--- config.mk ---
export PLATFORM = sky130hd
export DESIGN_NAME = plcm_div
export DESIGN_NICKNAME = d
export VERILOG_FILES = /design/src/rtl/core/plcm_div.sv
export SDC_FILE = /design/constraint.sdc
export NUM_CORES = 2
export LEC_CHECK = 0
export ABC_CLOCK_PERIOD_IN_PS = 3400
export BUFFER_PORTS_ARGS = -buffer_cell sky130_fd_sc_hd__buf_2
export CORE_ASPECT_RATIO = 1.5
export CORE_MARGIN = 10
export CORE_UTILIZATION = 45
export DETAILED_ROUTE_END_ITERATION = 10
export HOLD_SLACK_MARGIN = 0.1
export PLACE_DENSITY = 0.63
export SYNTH_ARGS = -nofsm -noshare
export SYNTH_HDL_FRONTEND = slang
export SYNTH_SLANG_ARGS = --single-unit
--- constraint.sdc ---
create_clock -name clk -period 3.4 [get_ports clk]
set_input_delay 0.34 -clock clk [delete_from_list [all_inputs] [get_ports clk]]
set_output_delay 0.34 -clock clk [all_outputs]
set_load 0.02 [all_outputs]
--- src/rtl/core/plcm_div.sv ---
// Pipelined restoring divider, one quotient bit per stage, with a side tag.
// No package dependency.
`default_nettype none
module plcm_div #(
  parameter int QB = 24,
  parameter int TW = 8
) (
  input  wire logic          clk,
  input  wire logic          rst,
  input  wire logic [31:0]   r_in,      // partial remainder, below divisor
  input  wire logic [QB-1:0] low_in,    // dividend bits still to shift in
  input  wire logic [31:0]   range_in,  // divisor
  input  wire logic [TW-1:0] tag_in,
  output logic      [QB-1:0] q_out,
  output logic      [TW-1:0] tag_out
);
  logic [31:0]   r_q   [1:QB];
  logic [QB-1:0] lq    [1:QB];
  logic [31:0]   rng_q [1:QB];
  logic [TW-1:0] tag_q [1:QB];

  for (genvar i = 0; i < QB; i++) begin : g_stage
    logic [31:0]   src_r;
    logic [QB-1:0] src_l;
    logic [31:0]   src_rng;
    logic [TW-1:0] src_tag;
    logic [32:0]   t;
    logic [32:0]   sub;
    logic          ge;

    if (i == 0) begin : g_first
      assign src_r   = r_in;
      assign src_l   = low_in;
      assign src_rng = range_in;
      assign src_tag = tag_in;
    end else begin : g_next
      assign src_r   = r_q[i];
      assign src_l   = lq[i];
      assign src_rng = rng_q[i];
      assign src_tag = tag_q[i];
    end

    assign t   = {src_r, src_l[QB-1]};
    assign ge  = t >= {1'b0, src_rng};
    assign sub = t - {1'b0, src_rng};

    always_ff @(posedge clk) begin
      if (rst) begin
        tag_q[i+1] <= '0;
      end else begin
        tag_q[i+1] <= src_tag;
      end
      r_q[i+1]   <= ge ? sub[31:0] : t[31:0];
      lq[i+1]    <= {src_l[QB-2:0], ge};
      rng_q[i+1] <= src_rng;
    end
  end

  assign q_out   = lq[QB];
  assign tag_out = tag_q[QB];
endmodule
`default_nettype wire

# Word level (Yosys, flattened, before mapping)
# Memories as Yosys holds them, arrays and structs flattened.
# Index checks and enable logic that the tools add are counted.
totals:
  rom_bits: 0
  memories: 4
  wordCells: 127
  inputBits: 98
  regBits: 0
  ramBits: 2304
  out_inout_bits: 32
  latchBits: 0
op_classes:
  n_addsub: 24
  magnitude_cmp: 24
  n_eq_ne: 0
  bitwise_logic: 24
  reduce_logical: 0
  n_div: 0
  muxes: 51
  n_shift: 0
  n_mul: 0
mem_list:
  columns: ["name", "depth", "word_bits", "rd", "rd_ports_with_merged_regs", "write_ports", "line_no", "text"]
  rows:
  - ["r_q", 24, 32, 23, 0, 24, "17", "logic [31:0] r_q [1:QB];"]
  - ["rng_q", 24, 32, 23, 0, 24, "19", "logic [31:0] rng_q [1:QB];"]
  - ["lq", 24, 24, 24, 0, 24, "18", "logic [QB-1:0] lq [1:QB];"]
  - ["tag_q", 24, 8, 24, 0, 24, "20", "logic [TW-1:0] tag_q [1:QB];"]
op_table:
  columns: ["op", "count"]
  rows:
  - [">= comparator 33 x 32 -> 1 bit", 24]
  - ["two-way mux 32 bit", 24]
  - ["subtractor 32 bit", 24]
  - ["two-way mux 8 bit", 24]
  - ["bitwise OR 1 bit", 24]
  - ["two-way mux 1 bit", 3]

# Depth between registers and ports, before layout
depth:
  depth_word: 3
  ltp_mapped: 15
  depth_no_buf: 13

# Least setup slack after synthesis
# No wires, ideal clock.
synth_timing:
  path_kind: "reg2reg"
  startpoint: "register rng_q[0][530] (netlist name)"
  endpoint: "register r_q[2][36] (netlist name)"
  t_arrival_ps: 3114
  path_buffers: 2
  stages_incl_launch_ff: 15
  setup_ps: 121
  slack_ps: 164
  required_ps: 3279
  period_less_slack_ps: 3236
  cell_sequence: "dfxtp_1 inv_1 ha_1 a21o_1 a21o_1 a21o_1 a21o_1 a21o_1 a41o_1 o221a_1 a211o_1 a211o_1 buf_6 buf_12 mux2_4"

==> impl_results.md <==
* PortBufs at 129
* Clock tree from TritonCTS: yes
* Number of global-route vias before repair at 80,600
* TritonCTS buffer count at 218
* Hold slack at 143 ps
* Post-DRT Antenna Nets at 0
* Status: complete, but fails checks
* Syn Area/Cell at 9.64 sq um
* Dpl ws at -712 ps
* Cell area after synthesis at 95,600 sq um
* Startpoint Class: register
* Total gr overflow at 0
* Net Count, Synth at 10,800
* Area Overhead vs Synth at 27.7%
* Dpl cell area at 108,000 sq um
* Worst min-delay path class: in2reg
* DR vias/cell at 5.25
* Async SR Flop Fraction at 0%
* Worst-path fanout max at 6
* Final Max Tran Viols at 0
* Final WL at 304 mm
* Detail-routed net length per standard cell at 21.0 microns
* Worst setup margin at -181 ps
* Area of the core at 212,000 sq um
* EDFF count, synth at 0
* Post-Layout Inst Area at 122,000 sq um
* Post-Syn Instances at 9,914
* Pwr/cell area at 1130 nW/um^2
* Clk slew on worst S/H paths at 70 ps
* Row count at 207
* First-pass GRT wire length at 435 mm
* Die Wd at 396 microns
* Drt first pass iters at 7
* Post-DP HPWL at 233 mm
* Worst-Skew Late Latency at 890 ps
* Clock tree buffer depth at 4
* Worst Path Required at 4140 ps
* Total GRT Usage at 24.4%
* Initial antenna violation count at 15
* Pwr Total at 138 mW
* Die area at 232,000 sq um
* DRC at 0
* Layout net count at 12,300
* Via count at 76,100
* Worst Setup Path Type: reg2reg
* Max-slew headroom at 29.6%
* Setup crit end kind: register
* Netlist cell types at 99
* Worst VDD drop at 0.903 mV
* Starting density of the core at 45.2%
* Top_reg_cell synth: dfxtp_1
* Leak pwr at 56.6 nW
* Initial DRC Count at 2,817
* Max_cap viols at 0
* Fin crit period at 3580 ps
* WP data arrival at 4320 ps
* Gpl congestion at 1.04
* # H-tree levels at 4
* Clock Skews at 65.9 ps
* Fin. Hold Viols at 0
* Yosys reg bits at 2,240
* Setup TNS at -12,720 ps
* Period utilization at 105%
* TritonCTS Sinks at 2,240
* RSZ-0062 raised after global routing: yes
* Failing checks: negative setup slack
* Fill count at 18,100
* Root buffer cell: clkbuf_16
* Worst slew pin tran at 1060 ps
* Seq/Total Area, Yosys at 46.9%
* Proportion of layout cells with a drive suffix above 1 at 23.1%
* Ys Warns at 0
* Ports at 130
* Largest net degree at the start of global routing at 67
* Die Y at 584 microns
* Highest clock rate at 0.279 GHz
* # setup viols final at 151
## worst paths after layout
kind	from	to	slack, ps	depth (start not counted)
worst max-delay path	rng_q[0][321]	r_q[1][115]	-180	14
worst min-delay path	range_in[17]	rng_q[0][49]	140	2
worst max register to register	rng_q[0][321]	r_q[1][115]	-180	14
worst min register to register	lq[0][39]	lq[0][64]	310	0
## cell families (layout without fill, tap and decap cells)
logic type / after synthesis / in the layout / synth area share (%)
compound gates: 2465 / 2465 / 16.2
xor+xnor: 619 / 619 / 5.67
mux: 382 / 382 / 4.56
fa+ha+maj: 791 / 791 / 10.5
other cells: 0 / 114 / 0
buf+inv: 1233 / 2892 / 4.97
simple gates: 2184 / 2184 / 11.1
flops: 2240 / 2240 / 46.9
## cell usage after synthesis (47+ instances only)
cell type,n,area [sq um]
a31oi_1,72,450
ha_1,768,9610
nor2b_1,314,1960
nand3_1,157,786
o21bai_1,88,661
nor3_1,103,515
a21oi_1,807,4040
inv_1,959,3600
dfxtp_1,2240,44800
xor2_1,268,2350
nand2_1,619,2320
nand4_1,137,857
o21a_1,123,923
and3_1,68,425
clkbuf_1,219,822
o31ai_1,61,458
nor2_1,517,1940
mux2_2,323,3640
o21ai_0,531,2660
xnor2_1,351,3070
nand2b_1,85,532
a21o_1,372,2790
a211oi_1,47,353
## per-stage QoR
stage          cells  utilization [%]
2_1_floorplan   9914                -
3_3_place_gp   13700             50.9
3_5_place_dp   13700             50.9
4_1_cts        14300             56.1
5_1_grt        14500             57.6
6_report       14500             57.7
## timing repair
item                                    4_1_cts  5_1_grt
endpoints found under the setup margin      616      623
endpoints found under the hold margin       155        0
pin swaps                                    45      162
hold buffers                                137        0
buffers inserted                             39       62
cloned                                       14       25
gates resized for setup                     348      494
## power breakdown
group | switching (mW) | internal (mW)
registers | 3.87 | 33.8
logic | 39.4 | 36.3
clock network | 10.5 | 14.5
## cells in the final DEF (no fill, tap or decap), types with 102 or more instances in the layout
cell type	instances
nor2b_1	289
dlygate4sd3_1	137
nand4_1	137
o21ai_0	486
diode_2	114
a21oi_1	737
dfxtp_1	2171
a21o_1	372
nand2_1	614
ha_1	708
inv_1	932
nand3_1	152
nor2_1	470
xnor2_1	351
buf_4	1136
clkbuf_16	240
o21a_1	122
mux2_2	248
mux2_4	102
buf_2	128
xor2_1	268
## final cells by class
type	count	area, sq um	area share (%)
Multi-Input combinational cell	6441	49100	40.3
Sequential cell	2240	44900	36.8
Timing Repair Buffer	1540	13100	10.7
Clock buffer	299	6250	5.12
Inverter	960	3610	2.96
Tap cell	2821	3530	2.89
Clock inverter	93	1150	0.946
Antenna cell	114	285	0.234
## metal layers
layer  part of all wire (%)  vias to the layer above  wire [microns]  global-route usage, %
li1                       -                    37200               -                      -
met1                     24                    36000           73800                   15.0
met2                     59                     1711          178000                   52.9
met3                    2.4                     1248            7240                   2.67
met4                     15                        0           44900                   28.1
met5                      0                        -               0                      0
## worst max-delay path, cell delays in order, from the launching register on
cell and delay [ps]:
dfxtp_2 340, inv_2 50, ha_4 210, nor2b_4 120, o31a_1 260, o311a_1 350, o21ai_1 140, buf_4 190
nand3b_1 170, a211oi_4 340, o221ai_2 150, a2111o_2 460, buf_12 170, clkbuf_16 190, mux2_2 270
## sequential cells by signal (all words and copies together) (netlist names)
name	flops
rng_q	736
r_q	736
tag_q	192
lq	576
Note: power is estimated with default switching activity, not from simulation.
