--- src/rtl/core/plcm_out_fifo.sv ---
// Result FIFO in flip-flops; decouples the pipeline from output stalls.
// No package dependency.
`default_nettype none
module plcm_out_fifo #(
  parameter int DEPTH = 32,
  parameter int W     = 25
) (
  input  wire logic         clk,
  input  wire logic         rst,
  input  wire logic         push,
  input  wire logic [W-1:0] pdata,
  input  wire logic         pop,
  output logic              not_empty,
  output logic      [W-1:0] rdata
);
  localparam int AW = $clog2(DEPTH);

  logic [W-1:0] buf_q [DEPTH];
  logic [AW:0]  wptr;
  logic [AW:0]  rptr;

  always_ff @(posedge clk) begin
    if (rst) begin
      wptr <= '0;
      rptr <= '0;
    end else begin
      if (push) wptr <= wptr + 1'b1;
      if (pop)  rptr <= rptr + 1'b1;
    end
    if (push) buf_q[wptr[AW-1:0]] <= pdata;
  end

  assign not_empty = wptr != rptr;
  assign rdata     = buf_q[rptr[AW-1:0]];
endmodule
`default_nettype wire

--- config.mk ---
export PLATFORM = sky130hd
export DESIGN_NAME = plcm_out_fifo
export DESIGN_NICKNAME = d
export VERILOG_FILES = /design/src/rtl/core/plcm_out_fifo.sv
export SDC_FILE = /design/constraint.sdc
export NUM_CORES = 1
export LEC_CHECK = 0
export ABC_CLOCK_PERIOD_IN_PS = 5150
export BUFFER_PORTS_ARGS = -buffer_cell sky130_fd_sc_hd__buf_4
export CORE_UTILIZATION = 61
export CTS_CLUSTER_DIAMETER = 100
export DETAILED_ROUTE_END_ITERATION = 10
export PLACE_DENSITY = 0.79
export SYNTH_ARGS = -nofsm -noshare
export SYNTH_HDL_FRONTEND = slang
export SYNTH_SLANG_ARGS = --single-unit
--- constraint.sdc ---
create_clock -name clk -period 5.15 [get_ports clk]
set_input_delay 0.2575 -clock clk [delete_from_list [all_inputs] [get_ports clk]]
set_output_delay 0.2575 -clock clk [all_outputs]
set_load 0.01 [all_outputs]
* Yosys cells after proc, flatten, opt, wreduce, memory -nomap -nowiden *
Memory sizes are Yosys's and may differ from the RTL's. A register that Yosys moved wholly into a read port is not among the register bits.
Index checks and enable logic that the tools add are counted.

operators by class
  multiplexer cells = 4
  equality and inequality tests = 1
  reductions and logical operators = 0
  $mul = 0
  magnitude comparators = 0
  div/mod/pow operators = 0
  bitwise logic cells = 0
  $add $sub $neg = 2
  shift-type cells = 0

operators with widths
  cell                                         number
  adder 6 x 1 -> 6 bit, second input constant  2
  2-to-1 mux 5 bit                             2
  inequality test 6 bit                        1
  2-to-1 mux 1 bit                             2

storage, ports and cells
  register bits = 12
  memory bits (read-only) = 0
  memories = 1
  RAM bits = 800
  latch bits = 0

memories
  memory  depth  width  read ports  clocked after Yosys merged registers in  write ports  line  source
  buf_q   32     25     1           1                                        1            18    logic [W-1:0] buf_q [DEPTH];

* Longest topological paths before layout *
  depth in word-level cells = 3
  mapped depth = 8

* Worst setup path before layout *
No wires, ideal clock.

  kind = reg2reg
  start point = register wptr[2]
  end point = memory buf_q[10][0] (enable)
  slack = 2.703 ns
  data arrival time = 2.040 ns
  stages on the path, launching flop included = 4
  setup time = 0.407 ns
  required time = 4.743 ns
  cells stage by stage = dfxtp_1 buf_2 or3b_2 nor2_1

RTL lines
  what                    line  source
  from (decl)             19    logic [AW:0] wptr;
  from (signal assigned)  27    if (push) wptr <= wptr + 1'b1;
  to (decl)               18

No word-level cell before the write port.

==> impl_metrics.xml <==
<?xml version="1.0" encoding="UTF-8"?>
<metrics>
  <group name="floorplanning">
    <metric name="initial_core_util" unit="">0.620</metric>
    <metric name="floorplan.core_area" unit="sq um">51600</metric>
    <metric name="ioPinCount" unit="">55</metric>
    <metric name="row_count" unit="">83</metric>
    <metric name="die-width" unit="microns">231</metric>
    <metric name="die_h" unit="microns">231</metric>
    <metric name="die_area" unit="sq um">53400</metric>
  </group>
  <group name="clocking">
    <metric name="clk_root_buffer_cell" unit="">clkbuf_16</metric>
    <metric name="max-clock-path-buffers" unit="">3</metric>
    <metric name="tritoncts" unit="">built</metric>
    <metric name="clock-sinks" unit="">817</metric>
    <metric name="cts.clk_slew.worst_paths" unit="ps">60</metric>
    <metric name="clock_insertion_delay_worst_skew" unit="ps">630</metric>
    <metric name="post_cts_buffers" unit="">0</metric>
    <metric name="cts-buffers-inserted" unit="">76</metric>
    <metric name="h-tree-depth" unit="">3</metric>
  </group>
  <group name="logic_synthesis">
    <metric name="top_cells_by_area_synth" unit="">edfxtp_1 75%, mux2i_1 13%, a22oi_1 1.8%</metric>
    <metric name="synthesis.area" unit="sq um">32000</metric>
    <metric name="yosys_cell_types" unit="">35</metric>
    <metric name="async_flop_share" unit="">0</metric>
    <metric name="yosysTopAreaCellShare" unit="">0.751</metric>
    <metric name="synth_top_cells_by_count" unit="">800 x edfxtp_1, 402 x mux2i_1, 85 x nand2_1</metric>
    <metric name="gate_count_post_synth" unit="">1825</metric>
    <metric name="syn_area_per_cell" unit="sq um">17.5</metric>
    <metric name="syn-num-nets" unit="">1859</metric>
    <metric name="synth_edf_count" unit="">800</metric>
    <metric name="synth.largest_area_cell" unit="">edfxtp_1</metric>
    <metric name="synthesis.yosys.warnings" unit="">0</metric>
    <metric name="synth.ff_latch_count" unit="">817</metric>
    <metric name="synth_flop_cell" unit="">edfxtp_1</metric>
    <metric name="most_frequent_cell_after_synthesis" unit="">edfxtp_1</metric>
    <metric name="seq_area_frac_synth" unit="">0.761</metric>
  </group>
  <group name="critical_path">
    <metric name="crit_path_max_incr_delay" unit="ps">990</metric>
    <metric name="end_kind" unit="">output port</metric>
    <metric name="timing.critical_path.fanout_max" unit="">74</metric>
    <metric name="type_of_element_launching_the_critical_path" unit="">flop</metric>
    <metric name="start_of_the_worst_register_to_register_path" unit="">wptr[0]</metric>
    <metric name="critical_path_class" unit="">flop to output port</metric>
    <metric name="critical_path.slowest_cell" unit="">dfxtp_4</metric>
    <metric name="worst_r2r_path_depth" unit="">4</metric>
    <metric name="regToRegEndpoint" unit="">buf_q[31][1]</metric>
    <metric name="required" unit="ps">4890</metric>
    <metric name="worst-endpoint-arrival" unit="ps">3350</metric>
    <metric name="critical_path.cell_chain" unit="">buf_12 -&gt; mux2i_1 -&gt; a22o_1 -&gt; nor3_1 -&gt; a31oi_1 -&gt; nand3_1 -&gt; buf_4</metric>
    <metric name="timing.reg2reg.setup_slack" unit="ps">2470</metric>
  </group>
  <group name="final_layout">
    <metric name="area_growth_syn_to_layout" unit="%">11.1</metric>
    <metric name="final_layout_fill_cell_count" unit="">3138</metric>
    <metric name="design.final.nets" unit="">1920</metric>
    <metric name="fin_cells" unit="">2626</metric>
    <metric name="layout-drive-gt1-share" unit="">0.117</metric>
    <metric name="fin_util" unit="">0.689</metric>
  </group>
  <group name="timing">
    <metric name="post-route-period-util" unit="">0.701</metric>
    <metric name="remaining_max_slew_budget_at_the_tightest_pin" unit="">0.151</metric>
    <metric name="finClkSkew" unit="ps">24.4</metric>
    <metric name="worst_slack" unit="ps">1540</metric>
    <metric name="achievable-frequency" unit="MHz">277</metric>
    <metric name="setup_violations" unit="">0</metric>
    <metric name="tightestPinTransition" unit="ps">1270</metric>
    <metric name="grt_setup_unrepaired" unit="">no</metric>
    <metric name="finalSetupTns" unit="ps">0</metric>
    <metric name="final_period_minus_worst_setup_slack" unit="ps">3610</metric>
    <metric name="hold_violations" unit="">0</metric>
    <metric name="final_report_max_slew_violation_count" unit="">0</metric>
  </group>
  <group name="place">
    <metric name="number_of_instances_in_the_placed_design" unit="">2483</metric>
    <metric name="half_perimeter_wire_length_after_detailed_placement" unit="microns">36500</metric>
    <metric name="placement.io_buffers" unit="">54</metric>
    <metric name="pre_cts_slack" unit="ps">2240</metric>
    <metric name="gp_congestion" unit="">0.787</metric>
  </group>
  <group name="min_path">
    <metric name="worst_hold_startpoint" unit="">pdata[14]</metric>
    <metric name="worstHoldEndpoint" unit="">buf_q[4][14]</metric>
    <metric name="hp-class" unit="">primary input to flop</metric>
    <metric name="number_of_stages_on_the_worst_hold_path" unit="">1</metric>
  </group>
  <group name="drt">
    <metric name="detail_route.iter0.violations" unit="">1825</metric>
    <metric name="route.antenna.remaining_nets" unit="">0</metric>
    <metric name="routed_via_density" unit="">6.44</metric>
    <metric name="firstDrtPassIters" unit="">5</metric>
    <metric name="detailroute.via_count" unit="">16900</metric>
    <metric name="routed_wire_length_per_instance" unit="microns">27.5</metric>
    <metric name="wl" unit="microns">72100</metric>
    <metric name="remaining_routing_drc_violations" unit="">0</metric>
  </group>
  <group name="power_and_ir_drop">
    <metric name="pwr_density_cell" unit="nW/um^2">387</metric>
    <metric name="max-vdd-ir-drop" unit="mV">0.242</metric>
    <metric name="total_leakage_power" unit="uW">0.0110</metric>
    <metric name="power.total" unit="uW">13800</metric>
  </group>
  <group name="global_route">
    <metric name="pin_count_of_the_biggest_net_entering_global_routing" unit="">101</metric>
    <metric name="overflow_left_after_global_routing" unit="">0</metric>
    <metric name="track_usage" unit="">0.273</metric>
    <metric name="antenna_violations_before_repair" unit="">3</metric>
    <metric name="grt_pass1_wl" unit="microns">104000</metric>
    <metric name="grt_pass1_vias" unit="">16800</metric>
  </group>
  <group name="flow_run">
    <metric name="drv.max_cap_violation_count" unit="">0</metric>
  </group>
  <group name="status">
    <metric name="result_of_the_run" unit="">finished clean</metric>
  </group>
</metrics>
-- registers in the layout, indices dropped and copies added, names as in the netlist, named ones only --
name and flops:
rptr 6, wptr 6, buf_q 800
-- area by class of cell --
class	count	area, sq um	share of cell area
diodes	1	2.50	0.0000704
clock buffers	95	2060	0.0579
clock inverters	42	378	0.0106
inverters	2	7.51	0.000211
multi-input cells	902	7140	0.201
flip-flops and latches	817	24400	0.685
well taps	680	851	0.0239
repair buffers	87	753	0.0212
-- layer usage --
| metal | track usage | wire length [microns] | vias up |
|---|---|---|---|
| met3 | 0.0616 | 7160 | 191 |
| met2 | 0.431 | 34300 | 917 |
| li1 | - | - | 7316 |
| met5 | 0 | 34 | - |
| met1 | 0.360 | 27500 | 8474 |
| met4 | 0.133 | 3080 | 6 |
-- worst max-delay path, delay by kind of cell (launching register included) --
family | cells | cell delay (ps)
and+or+nand+nor | 2 | 190
AOI/OAI and AO/OA | 2 | 490
muxes | 1 | 280
DFF | 1 | 990
buffers and inverters | 2 | 680
-- how the worst max path moves through the flow --
stage | start | endpoint | slack (ps) | cells past startpoint
after floorplan | wptr[2] | buf_q[10][0] | 2700 | 3
after global placement | flop | rdata[3] | 2270 | 7
after detailed placement | flop | rdata[3] | 2240 | 7
after CTS | flop | rdata[12] | 1550 | 7
after global routing | flop | rdata[12] | 1450 | 7
final | flop | rdata[12] | 1540 | 7
-- stage by stage --
| step | cell area (sq um) | hold slack [ps] |
|---|---|---|
| global placement | 33100 | 485 |
| floorplan | 32000 | 327 |
| detailed placement | 33100 | 496 |
| global route | 35600 | 36.1 |
| finish | 35600 | 37.1 |
| CTS | 35600 | 2.85 |
-- report_power, final --
group / leakage [uW] / internal, uW / switching (uW)
Clock: 0.00119 / 3140 / 2370
Sequential: 0.00735 / 7340 / 35.7
Combinational: 0.00245 / 339 / 534
-- logic make-up (layout without fill, tap and decap cells) --
| kind of cell | after synthesis | count (layout) | synth area share |
|---|---|---|---|
| DFF | 817 | 817 | 0.761 |
| muxes | 402 | 402 | 0.126 |
| and+or+nand+nor | 252 | 252 | 0.0353 |
| AOI/OAI and AO/OA | 230 | 230 | 0.0487 |
| buffers and inverters | 106 | 226 | 0.0235 |
| xor gates and xnor gates | 13 | 13 | 0.00356 |
| adders and majority gates | 5 | 5 | 0.00195 |
| other | 0 | 1 | 0 |
-- placed cells by master, fill, tap and decap left out, types with 3 or more instances in the layout --
cell type / instances
nor2_1: 14
clkinv_2: 12
buf_12: 7
nand2_1: 84
xnor2_1: 4
nand3_1: 78
nor2_4: 31
ha_1: 5
buf_4: 75
xor2_1: 9
clkbuf_16: 80
bufinv_16: 6
nor3_1: 25
dfxtp_1: 16
dlygate4sd3_1: 5
a22o_1: 50
edfxtp_1: 800
mux2i_1: 402
clkinv_1: 17
nand4_1: 3
a22oi_1: 75
clkbuf_1: 15
a21oi_1: 77
or3_1: 3
a31oi_1: 25
-- timing repair --
item	in CTS	in global routing
endpoints found under the hold margin	28	0
gates resized for setup	0	0
hold buffers	5	0
Power figures use the tool's default switching activity.
